[config.mk]
export PLATFORM = sky130hd
export DESIGN_NAME = murmur2_hash32_stream_core
export DESIGN_NICKNAME = d
export VERILOG_FILES = /design/src/mm2h_pkg.sv /design/src/mm2h_mix_unit.sv /design/src/murmur2_hash32_stream_core.sv
export SDC_FILE = /design/constraint.sdc
export NUM_CORES = 1
export LEC_CHECK = 0
export BUFFER_PORTS_ARGS = -buffer_cell sky130_fd_sc_hd__buf_2
export CAP_MARGIN = 0
export CORE_MARGIN = 5
export CORE_UTILIZATION = 66
export DETAILED_ROUTE_END_ITERATION = 7
export HOLD_SLACK_MARGIN = 0.08
export MAX_ROUTING_LAYER = met4
export PLACE_DENSITY = 0.85
export SETUP_SLACK_MARGIN = 0.3
export SYNTH_ARGS = -nofsm -noshare
export SYNTH_HDL_FRONTEND = slang
export SYNTH_HIERARCHICAL = 1
export SYNTH_SLANG_ARGS = --single-unit
[constraint.sdc]
create_clock -name clk -period 13.8 [get_ports clk]
set_input_delay 1.38 -clock clk [delete_from_list [all_inputs] [get_ports clk]]
set_output_delay 1.38 -clock clk [all_outputs]
set_load 0.02 [all_outputs]
[src/mm2h_pkg.sv]
`timescale 1ns / 1ps
`default_nettype none
// ----------------------------------------------------------------------------
// mm2h_pkg
// Shared types and constants for the streaming 32-bit murmur2 hash core.
// ----------------------------------------------------------------------------
package mm2h_pkg;

  localparam logic [31:0] MIX_MUL    = 32'h5bd1_e995;
  localparam logic [31:0] SEED_RESET = 32'h9747_b28c;
  localparam int unsigned MIX_SHIFT  = 24;
  localparam int unsigned FIN_SHIFT1 = 13;
  localparam int unsigned FIN_SHIFT2 = 15;

  // operations of the shared multiply unit
  typedef enum logic [2:0] {
    OP_KMIX1 = 3'd0,  // k * m, then xor with itself shifted right 24
    OP_KMIX2 = 3'd1,  // k * m
    OP_HFOLD = 3'd2,  // h * m, then xor k
    OP_TAIL  = 3'd3,  // (h ^ tail) * m
    OP_FIN   = 3'd4   // (h ^ h >> 13) * m
  } mix_op_t;

  // sequencer states, one-hot
  typedef enum logic [6:0] {
    ST_IDLE = 7'b000_0001,
    ST_MK1  = 7'b000_0010,
    ST_MK2  = 7'b000_0100,
    ST_MH   = 7'b000_1000,
    ST_TAIL = 7'b001_0000,
    ST_FIN  = 7'b010_0000,
    ST_OUT  = 7'b100_0000
  } seq_state_t;

  // sign-extend one byte to 32 bits
  function automatic logic [31:0] sext8(input logic [7:0] b);
    sext8 = {{24{b[7]}}, b};
  endfunction

  // tail bytes folded into the hash; held bytes sit low byte first
  function automatic logic [31:0] tail_xor(input logic [23:0] pw, input logic [1:0] phase);
    logic [31:0] t;
    t = '0;
    case (phase)
      2'd1: t = sext8(pw[7:0]);
      2'd2: t = (sext8(pw[7:0]) << 8) ^ sext8(pw[15:8]);
      2'd3: t = (sext8(pw[7:0]) << 16) ^ (sext8(pw[15:8]) << 8) ^ sext8(pw[23:16]);
      default: t = '0;
    endcase
    tail_xor = t;
  endfunction

endpackage
`default_nettype wire

[src/mm2h_mix_unit.sv]
`timescale 1ns / 1ps
`default_nettype none
// ----------------------------------------------------------------------------
// mm2h_mix_unit
// Shared 32x32 low-half multiplier by the mix constant with the small
// pre and post xor-shift steps that surround each use of it.
// ----------------------------------------------------------------------------
module mm2h_mix_unit
  import mm2h_pkg::*;
(
  input  wire mix_op_t     op,
  input  wire logic [31:0] k_in,
  input  wire logic [31:0] h_in,
  input  wire logic [31:0] tail_in,
  output logic [31:0]      res
);

  logic [31:0] opnd;
  logic [31:0] prod;

  // operand select
  always_comb begin
    case (op)
      OP_KMIX1, OP_KMIX2: opnd = k_in;
      OP_HFOLD:           opnd = h_in;
      OP_TAIL:            opnd = h_in ^ tail_in;
      OP_FIN:             opnd = h_in ^ (h_in >> FIN_SHIFT1);
      default:            opnd = h_in;
    endcase
  end

  // the one multiplier, low 32 bits kept
  assign prod = opnd * MIX_MUL;

  // post step
  always_comb begin
    case (op)
      OP_KMIX1: res = prod ^ (prod >> MIX_SHIFT);
      OP_HFOLD: res = prod ^ k_in;
      default:  res = prod;
    endcase
  end

endmodule
`default_nettype wire

[src/murmur2_hash32_stream_core.sv]
`timescale 1ns / 1ps
`default_nettype none
// ----------------------------------------------------------------------------
// murmur2_hash32_stream_core
// Streaming 32-bit murmur2 hash over a byte string, one byte per item.
// ----------------------------------------------------------------------------
// A string arrives one byte per item; the first item carries the total length
// and tuser set, the last item has tlast set, and a zero-length string is one
// item with both set and length 0. A byte that does not complete a four-byte
// word is only stored and, unless it is last, the core stays ready for the
// next byte. The byte that completes a word holds off input while it passes
// three times through the one shared 32x32 multiplier (MK1, MK2, MH). On the
// last item the finish runs TAIL when one to three tail bytes are held, then
// FIN, then OUT loads the output register, where the hash waits while the
// next string is already taken in; that load stalls only while an earlier
// hash is still held. Tail bytes are folded in as sign-extended bytes. The
// seed register may be written while the core is idle; it resets to 0x9747b28c.
// ----------------------------------------------------------------------------
module murmur2_hash32_stream_core
  import mm2h_pkg::*;
(
  input  wire logic        clk,
  input  wire logic        rst_n,
  // seed write
  input  wire logic        cfg_valid,
  output logic             cfg_ready,
  input  wire logic [31:0] cfg_data,
  // input items
  input  wire logic        in_tvalid,
  output logic             in_tready,
  input  wire logic [23:0] in_tdata,   // [7:0] byte_value, [23:8] total_length
  input  wire logic        in_tuser,   // [0] first_byte
  input  wire logic        in_tlast,   // last_byte
  // result items
  output logic             out_tvalid,
  input  wire logic        out_tready,
  output logic [31:0]      out_tdata   // [31:0] hash_value
);

  seq_state_t  state_r, state_nxt;
  logic [31:0] seed_r;
  logic [31:0] hash_r, hash_nxt;
  logic [31:0] k_r, k_nxt;
  logic [23:0] pw_r, pw_nxt;
  logic [1:0]  phase_r, phase_nxt;
  logic        last_r, last_nxt;
  logic        out_valid_r, out_valid_nxt;
  logic [31:0] out_data_r, out_data_nxt;

  mix_op_t     mix_op;
  logic [31:0] mix_res;

  logic        in_acc;
  logic [7:0]  in_byte;
  logic [15:0] in_len;
  logic [31:0] hash0;
  logic [23:0] pw0;
  logic [1:0]  phase0;
  logic        skip_byte;
  logic        out_free;

  assign in_byte   = in_tdata[7:0];
  assign in_len    = in_tdata[23:8];
  assign cfg_ready = 1'b1;
  assign in_tready = (state_r == ST_IDLE);
  assign in_acc    = in_tvalid & in_tready;
  assign out_tvalid = out_valid_r;
  assign out_tdata  = out_data_r;
  assign out_free   = ~out_valid_r | out_tready;

  // string start restarts the state
  assign hash0     = in_tuser ? (seed_r ^ {16'd0, in_len}) : hash_r;
  assign pw0       = in_tuser ? 24'd0 : pw_r;
  assign phase0    = in_tuser ? 2'd0 : phase_r;
  assign skip_byte = in_tuser & in_tlast & (in_len == 16'd0);

  mm2h_mix_unit u_mix (
    .op      (mix_op),
    .k_in    (k_r),
    .h_in    (hash_r),
    .tail_in (tail_xor(pw_r, phase_r)),
    .res     (mix_res)
  );

  // sequencer
  always_comb begin
    state_nxt     = state_r;
    hash_nxt      = hash_r;
    k_nxt         = k_r;
    pw_nxt        = pw_r;
    phase_nxt     = phase_r;
    last_nxt      = last_r;
    out_valid_nxt = out_valid_r & ~out_tready;
    out_data_nxt  = out_data_r;
    mix_op        = OP_KMIX1;
    case (state_r)
      ST_IDLE: begin
        if (in_acc) begin
          hash_nxt  = hash0;
          pw_nxt    = pw0;
          phase_nxt = phase0;
          last_nxt  = in_tlast;
          if (skip_byte) begin
            state_nxt = ST_FIN;
          end else if (phase0 == 2'd3) begin
            // word complete: start mixing it
            k_nxt     = {in_byte, pw0};
            pw_nxt    = 24'd0;
            phase_nxt = 2'd0;
            state_nxt = ST_MK1;
          end else begin
            case (phase0)
              2'd0: pw_nxt = {pw0[23:8], in_byte};
              2'd1: pw_nxt = {pw0[23:16], in_byte, pw0[7:0]};
              default: pw_nxt = {in_byte, pw0[15:0]};
            endcase
            phase_nxt = phase0 + 2'd1;
            if (in_tlast) begin
              state_nxt = ST_TAIL;
            end
          end
        end
      end
      ST_MK1: begin
        mix_op    = OP_KMIX1;
        k_nxt     = mix_res;
        state_nxt = ST_MK2;
      end
      ST_MK2: begin
        mix_op    = OP_KMIX2;
        k_nxt     = mix_res;
        state_nxt = ST_MH;
      end
      ST_MH: begin
        mix_op    = OP_HFOLD;
        hash_nxt  = mix_res;
        state_nxt = last_r ? ST_FIN : ST_IDLE;
      end
      ST_TAIL: begin
        mix_op    = OP_TAIL;
        hash_nxt  = mix_res;
        state_nxt = ST_FIN;
      end
      ST_FIN: begin
        mix_op    = OP_FIN;
        hash_nxt  = mix_res;
        state_nxt = ST_OUT;
      end
      ST_OUT: begin
        // load the result once the output register is free
        if (out_free) begin
          out_data_nxt  = hash_r ^ (hash_r >> FIN_SHIFT2);
          out_valid_nxt = 1'b1;
          hash_nxt      = 32'd0;
          pw_nxt        = 24'd0;
          phase_nxt     = 2'd0;
          last_nxt      = 1'b0;
          state_nxt     = ST_IDLE;
        end
      end
      default: begin
        state_nxt = ST_IDLE;
      end
    endcase
  end

  // control registers
  always_ff @(posedge clk) begin
    if (!rst_n) begin
      state_r     <= ST_IDLE;
      seed_r      <= SEED_RESET;
      hash_r      <= 32'd0;
      pw_r        <= 24'd0;
      phase_r     <= 2'd0;
      last_r      <= 1'b0;
      out_valid_r <= 1'b0;
    end else begin
      state_r     <= state_nxt;
      hash_r      <= hash_nxt;
      pw_r        <= pw_nxt;
      phase_r     <= phase_nxt;
      last_r      <= last_nxt;
      out_valid_r <= out_valid_nxt;
      if (cfg_valid && cfg_ready) begin
        seed_r <= cfg_data;
      end
    end
  end

  // payload registers
  always_ff @(posedge clk) begin
    k_r        <= k_nxt;
    out_data_r <= out_data_nxt;
  end

endmodule
`default_nettype wire
==> impl_metrics.env, run 1 <==
export IMPL_status="finished, final reports clean"
export IMPL_dp_hpwl_mm=43.7
export IMPL_cp_required_ns=14.17
export IMPL_fin_area_um2=19700
export IMPL_min_path_type="register to register"
export IMPL_die_width_um=177
export IMPL_reg2reg_depth=38
export IMPL_cts_hold_buf=0
export IMPL_clk_latency_ns=0.44
export IMPL_antenna_found_initial=3
export IMPL_cts_root_buf="clkbuf_16"
export IMPL_drv_slew=0
export IMPL_finalHoldViolations=0
export IMPL_worst_path_max_fanout=64
export IMPL_cp_slowest_stage_delay_ns=0.60
export IMPL_setup_tns_ns=0
export IMPL_syn_area_um2=18400
export IMPL_routed_wl_mm=55.5
export IMPL_drive_gt1_share_pct=9.27
export IMPL_path_clk_slew_ns=0.07
export IMPL_grt_start_max_net_pins=89
export IMPL_arrival_ns=10.94
export IMPL_htreeDepth=4
export IMPL_drt_initial_drc_count=1795
export IMPL_finalCoreUtilization_pct=71.2
export IMPL_r2r_slack_ns=3.23
export IMPL_synth_distinct_cells=83
export IMPL_vias_per_cell=6.15
export IMPL_crit_path_end_kind="register"
export IMPL_post_dp_cell_area_um2=19100
export IMPL_routedWlPerCell_um=23.1
export IMPL_max_freq_mhz=94.6
export IMPL_syn_num_nets=2423
export IMPL_yosysWarnings=6
export IMPL_ys_ff_latch=163
export IMPL_io_pins=98
export IMPL_initial_core_util_pct=66.4
export IMPL_row_count=61
export IMPL_die_y_um=177
export IMPL_hold_depth=2
export IMPL_async_reset_ff_share_pct=0
export IMPL_globalplace_congestion=1.05
export IMPL_slowest_stage="nor2b_1"
export IMPL_ys_flop_type="dfxtp_1"
export IMPL_cts_buffer_depth=2
export IMPL_synth_cells=1965
export IMPL_tightest_slew_ns=1.27
export IMPL_vias=14800
export IMPL_hp_start="seed_r[16]$_SDFFE_PN1P_"
export IMPL_grt_first_pass_wirelength_mm=85.1
export IMPL_synth_avg_cell_area_um2=9.34
export IMPL_skew_ns=0.0241
export IMPL_r2r_start="state_r[0]$_SDFFE_PN1P_"
export IMPL_post_cts_buffers=0
export IMPL_ant_nets=0
export IMPL_drc=0
export IMPL_fp_dieArea_um2=31200
export IMPL_rsz0062_at_grt="no"
export IMPL_post_route_period_util_pct=76.6
export IMPL_grt_pass1_vias=14900
export IMPL_n_fill_cell=2094
export IMPL_cts_tree="built"
export IMPL_firstDrtPassIters=7
export IMPL_cts_sinks=163
export IMPL_coreArea_um2=27600
export IMPL_io_buffers=96
export IMPL_criticalPathCategory="register to register"
export IMPL_fin_nets=2472
export IMPL_cts_inserted_buffers=17
export IMPL_hold_slack_ns=0.479
export IMPL_worstReg2RegEnd="hash_r[7]$_SDFFE_PN0P_"
export IMPL_min_to="seed_r[16]$_SDFFE_PN1P_"
export IMPL_finalSetupViolations=0
export IMPL_synth_edf_count=64
export IMPL_ctsResizeCount=0
export IMPL_start_kind="register"
export IMPL_grt_overflow=0
export IMPL_finalCriticalPeriod_ns=10.57
export IMPL_syn_to_final_growth_pct=7.16
export IMPL_slew_headroom_pct=15.2
export IMPL_maxCapViolCount=0
export IMPL_grt_total_usage_pct=36.9
export IMPL_synth_seq_area_share_pct=21.3
[registers in the layout, summed over array words and instances (netlist names)]
| signal | flops |
|---|---|
| state_r | 7 |
| phase_r | 2 |
| seed_r | 32 |
| k_r | 32 |
| hash_r | 32 |
| out_tvalid | 1 |
| last_r | 1 |
| out_tdata | 32 |
| pw_r | 24 |
[cells in the final DEF (no fill, tap or decap), types with 10 or more instances in the layout]
cell / netlist / routed
nand2_1: 170 / 170
a21o_1: 17 / 17
and3_1: 12 / 10
nor2_1: 55 / 54
xnor2_1: 101 / 101
o22a_1: 21 / 21
mux2i_1: 45 / 45
buf_4: 3 / 19
a21oi_1: 81 / 81
buf_2: 23 / 96
xor2_1: 56 / 56
o21ai_0: 55 / 52
o311ai_1: 12 / 12
clkbuf_16: 0 / 17
dfxtp_1: 99 / 99
ha_1: 216 / 216
inv_1: 360 / 360
nor2b_1: 32 / 32
fa_1: 179 / 179
nand2b_1: 38 / 38
edfxtp_1: 64 / 64
a22o_1: 27 / 27
nand3_1: 50 / 50
o211a_1: 33 / 33
[how the worst max path moves through the flow]
| stage | start | end | slack [ns] |
|---|---|---|---|
| 2_1_floorplan | state_r[2]$_SDFFE_PN0P_ | k_r[28]$_DFFE_PP_ | 4.51 |
| 3_3_place_gp | state_r[0]$_SDFFE_PN1P_ | hash_r[7]$_SDFFE_PN0P_ | 3.87 |
| 3_5_place_dp | state_r[0]$_SDFFE_PN1P_ | hash_r[7]$_SDFFE_PN0P_ | 3.55 |
| 4_1_cts | state_r[0]$_SDFFE_PN1P_ | hash_r[7]$_SDFFE_PN0P_ | 3.45 |
| 5_1_grt | state_r[0]$_SDFFE_PN1P_ | hash_r[7]$_SDFFE_PN0P_ | 2.66 |
| 6_report | state_r[0]$_SDFFE_PN1P_ | hash_r[7]$_SDFFE_PN0P_ | 3.23 |
[layout make-up]
cell class	instances	area, um2	share of cell area [%]
inverters	362	1360	6.91
multi-input cells	1355	12800	64.8
flip-flops and latches	163	3900	19.8
well taps	378	473	2.40
clock inverters	12	95.1	0.483
repair buffers	115	623	3.17
clock buffers	20	457	2.32
diodes	2	5.00	0.0254
[worst max-delay path, delay by kind of cell, from the launching register on]
| family | cells | cell delay, ns |
|---|---|---|
| AOI/OAI and AO/OA | 13 | 2.94 |
| and+or+nand+nor | 8 | 2.22 |
| DFF | 1 | 0.39 |
| xor gates and xnor gates | 2 | 0.64 |
| buffers and inverters | 6 | 0.87 |
| adders and majority gates | 9 | 3.38 |
[metrics by stage]
stage | setup WS [ns] | instances
after floorplan | 4.51 | 1965
after global placement | 3.87 | 2373
after detailed placement | 3.55 | 2373
after CTS | 3.45 | 2405
after global routing | 2.66 | 2407
final | 3.23 | 2407
[per-layer routing]
layer / track usage (%) / vias up / part of all wire, %
met3: 7.50 / 160 / 10
met2: 55.1 / 810 / 45
li1: - / 6617 / -
met4: 14.7 / 0 / 4.6
met1: 49.9 / 7215 / 40
met5: - / - / 0
[cell families after synthesis]
group                    count (synthesis)  synth area share (%)
flip-flops                             163                  21.3
AO/OA/AOI/OAI                          329                  13.1
AND/OR/NAND/NOR                        418                  11.4
buffers and inverters                  447                  9.36
XOR/XNOR                               158                  7.61
multiplexers                            54                  3.01
other                                    1                0.0204
adder cells (fa/ha/maj)                395                  34.2
[synthesized netlist by cell type (4+ instances only)]
master,count,area share [%]
inv_1,360,7.4
ha_1,216,15
fa_1,179,20
nand2_1,170,3.5
xnor2_1,101,4.8
dfxtp_1,99,11
a21oi_1,81,2.2
edfxtp_1,64,10
xor2_1,56,2.7
nor2_1,55,1.1
o21ai_0,55,1.5
nand3_1,50,1.4
clkbuf_1,47,0.96
mux2i_1,45,2.5
nand2b_1,38,1.3
o211a_1,33,1.8
nor2b_1,32,1.1
a22o_1,27,1.3
buf_2,23,0.63
o22a_1,21,1.0
a21o_1,17,0.70
and3_1,12,0.41
buf_1,12,0.25
o311ai_1,12,0.57
mux2_2,9,0.55
nor3_1,9,0.25
o22ai_1,9,0.31
a32oi_1,7,0.33
a31oi_1,6,0.20
nor3b_1,6,0.25
o21ai_1,6,0.16
a221oi_1,5,0.24
and2_1,5,0.17
nand3b_1,5,0.20
nor4_1,5,0.17
or4_1,5,0.20
a22oi_1,4,0.16
a311o_1,4,0.22
a41oi_1,4,0.19
o311ai_0,4,0.19
Power of run 1 is left out: the tool's default activity adds up to more than one toggle a clock period on the data nets, which glitch-free logic cannot reach.
==> run 2, diff against run 1 <==
Settings changed: ABC_AREA set to 1, CORE_UTILIZATION 66 to 58, PLACE_DENSITY 0.85 to 0.79.
Clock period 13.8 ns to 9.1 ns, I/O delays scaled along.
==> impl_metrics.env, run 2 <==
export IMPL_status="finished, final reports clean"
export IMPL_max_freq_mhz=117
export IMPL_yosys_area_top_type="fa_1"
export IMPL_firstDrtPassIters=6
export IMPL_criticalPathCategory="register to register"
export IMPL_syn_to_final_growth_pct=10.5
export IMPL_min_path_type="register to register"
export IMPL_ys_flop_type="dfxtp_1"
export IMPL_antenna_found_initial=0
export IMPL_die_width_um=194
export IMPL_vias=17400
export IMPL_drc=0
export IMPL_drv_slew=0
export IMPL_synth_most_common_cell="nand2_1"
export IMPL_place_ws_ns=-0.0463
export IMPL_io_pins=98
export IMPL_reg2reg_depth=37
export IMPL_cts_buffer_depth=2
export IMPL_cp_required_ns=9.48
export IMPL_fp_dieArea_um2=37500
export IMPL_antenna_cells=0
export IMPL_row_count=67
export IMPL_slew_headroom_pct=34.8
export IMPL_vias_per_cell=5.54
export IMPL_cts_inserted_buffers=17
export IMPL_post_route_period_util_pct=94.2
export IMPL_finalCoreUtilization_pct=64.7
export IMPL_synthTopCellsByCount="nand2_1, inv_1, ha_1, nor2_1, fa_1"
export IMPL_io_buffers=96
export IMPL_cts_hold_buf=0
export IMPL_synth_seq_area_share_pct=20.0
export IMPL_coreArea_um2=33400
export IMPL_synth_top_area_share_pct=18.3
export IMPL_yosysWarnings=6
export IMPL_maxCapViolCount=0
export IMPL_cp_slowest_stage_delay_ns=0.54
export IMPL_clk_latency_ns=0.45
export IMPL_dp_hpwl_mm=52.5
export IMPL_tightest_slew_ns=0.976
export IMPL_cts_sinks=163
export IMPL_worstSetupStartpoint="state_r[0]$_SDFFE_PN1P_"
export IMPL_htreeDepth=4
export IMPL_ys_ff_latch=163
export IMPL_fin_area_um2=21600
export IMPL_start_kind="register"
export IMPL_final_cell_mix="nand2_1, inv_1, ha_1"
export IMPL_grt_start_max_net_pins=95
export IMPL_synth_area_top_cells="fa_1, ha_1, nand2_1"
export IMPL_r2r_slack_ns=0.52
export IMPL_routed_wl_mm=64.6
export IMPL_skew_ns=0.0113
export IMPL_finalHoldViolations=0
export IMPL_syn_area_um2=19500
export IMPL_rsz0062_at_grt="yes"
export IMPL_post_dp_cell_area_um2=20700
export IMPL_r2r_start="state_r[0]$_SDFFE_PN1P_"
export IMPL_fin_nets=3133
export IMPL_worstSetupEndpoint="hash_r[29]$_SDFFE_PN0P_"
export IMPL_grt_total_usage_pct=35.0
export IMPL_synth_edf_count=64
export IMPL_cts_root_buf="clkbuf_16"
export IMPL_cts_tree="built"
export IMPL_final_common_cell="nand2_1"
export IMPL_ant_nets=0
export IMPL_routedWlPerCell_um=20.6
export IMPL_slowest_stage="fa_2"
export IMPL_grt_overflow=0
export IMPL_path_clk_slew_ns=0.07
export IMPL_synth_avg_cell_area_um2=7.65
export IMPL_worstReg2RegEnd="hash_r[29]$_SDFFE_PN0P_"
export IMPL_arrival_ns=8.96
export IMPL_grt_first_pass_wirelength_mm=98.8
export IMPL_drt_initial_drc_count=1788
export IMPL_globalplace_congestion=1.06
export IMPL_grt_pass1_vias=17200
export IMPL_finalSetupViolations=0
export IMPL_drive_gt1_share_pct=11.5
export IMPL_synth_cells=2556
export IMPL_syn_num_nets=3014
export IMPL_worst_path_max_fanout=12
export IMPL_initial_core_util_pct=58.6
export IMPL_async_reset_ff_share_pct=0
export IMPL_setup_ws_ns=0.524
export IMPL_finalCriticalPeriod_ns=8.58
export IMPL_die_y_um=194
export IMPL_synth_distinct_cells=56
export IMPL_crit_path_end_kind="register"
export IMPL_crit_top_cell="fa_1"
==> run 2: cell count changes in the layout (fill, tap and decap cells not counted), moves of 33 or more <==
cell      delta
nand2_1    +366
buf_4       +60
nand3_1     +61
nor2_1     +153
mux2i_1     -45
o211a_1     -33
nand4_1     +46
inv_1      +163
o21ai_0     +55
xnor2_1     -59
nand2b_1    -38
==> run 2: timing repair <==
item                                    CTS  global route
gates cloned                              0             1
buffers inserted                          6            11
resized for setup                         9            43
hold endpoints to repair                  0             0
endpoints found under the setup margin   21            40
pin swaps                                 1            15
==> run 2: critical path, delay by kind of cell (launching register included) <==
kind	cells	cell delay (ns)
flip-flops	1	0.36
AND/OR/NAND/NOR	19	2.61
buffers and inverters	6	0.71
AO/OA/AOI/OAI	2	0.30
XOR/XNOR	1	0.40
adder cells (fa/ha/maj)	9	4.13
==> run 2: cell type report <==
| class | count | area, um2 |
|---|---|---|
| Tap cell | 448 | 561 |
| Timing Repair inverter | 1 | 5.00 |
| Fill cell | 3011 | 11800 |
| Inverter | 543 | 2040 |
| Clock inverter | 15 | 158 |
| Clock buffer | 17 | 425 |
| Sequential cell | 163 | 3910 |
| Timing Repair Buffer | 180 | 1130 |
| Multi-Input combinational cell | 1769 | 13400 |
==> run 2: worst min path at each step <==
stage / from / end / slack (ns) / cells after the start
2_1_floorplan: seed_r[16]$_SDFFE_PN1P_ / seed_r[16]$_SDFFE_PN1P_ / 0.43 / 2
3_3_place_gp: seed_r[26]$_SDFFE_PN1P_ / seed_r[26]$_SDFFE_PN1P_ / 0.44 / 2
3_5_place_dp: seed_r[18]$_SDFFE_PN1P_ / seed_r[18]$_SDFFE_PN1P_ / 0.45 / 2
4_1_cts: seed_r[18]$_SDFFE_PN1P_ / seed_r[18]$_SDFFE_PN1P_ / 0.46 / 2
5_1_grt: seed_r[17]$_SDFFE_PN1P_ / seed_r[17]$_SDFFE_PN1P_ / 0.50 / 2
6_report: seed_r[26]$_SDFFE_PN1P_ / seed_r[26]$_SDFFE_PN1P_ / 0.46 / 2
==> run 2: cells by family (layout without fill, tap and decap cells) <==
kind of cell	Yosys count	after routing	synth area share, %
AO/OA/AOI/OAI	270	270	8.21
XOR/XNOR	121	121	5.42
adder cells (fa/ha/maj)	395	395	32.2
buffers and inverters	624	756	12.4
flip-flops	163	163	20.0
other	1	1	0.0192
AND/OR/NAND/NOR	982	982	21.8
==> run 2: through the flow <==
step	setup TNS, ns	hold slack (ns)	instances
2_1_floorplan	0	0.429	2556
3_3_place_gp	-0.0767	0.442	3086
3_5_place_dp	-0.0463	0.445	3086
4_1_cts	0	0.464	3124
5_1_grt	0	0.501	3136
6_report	0	0.465	3136
==> run 2: metal layers <==
| metal | track usage, % | vias to the layer above | share of wire [%] |
|---|---|---|---|
| met5 | - | - | 0 |
| met1 | 43.1 | 8243 | 39 |
| met2 | 58.0 | 718 | 48 |
| met4 | 16.7 | 0 | 5.9 |
| li1 | - | 8243 | - |
| met3 | 3.74 | 182 | 6.8 |
Power of run 2 is left out for the same reason.
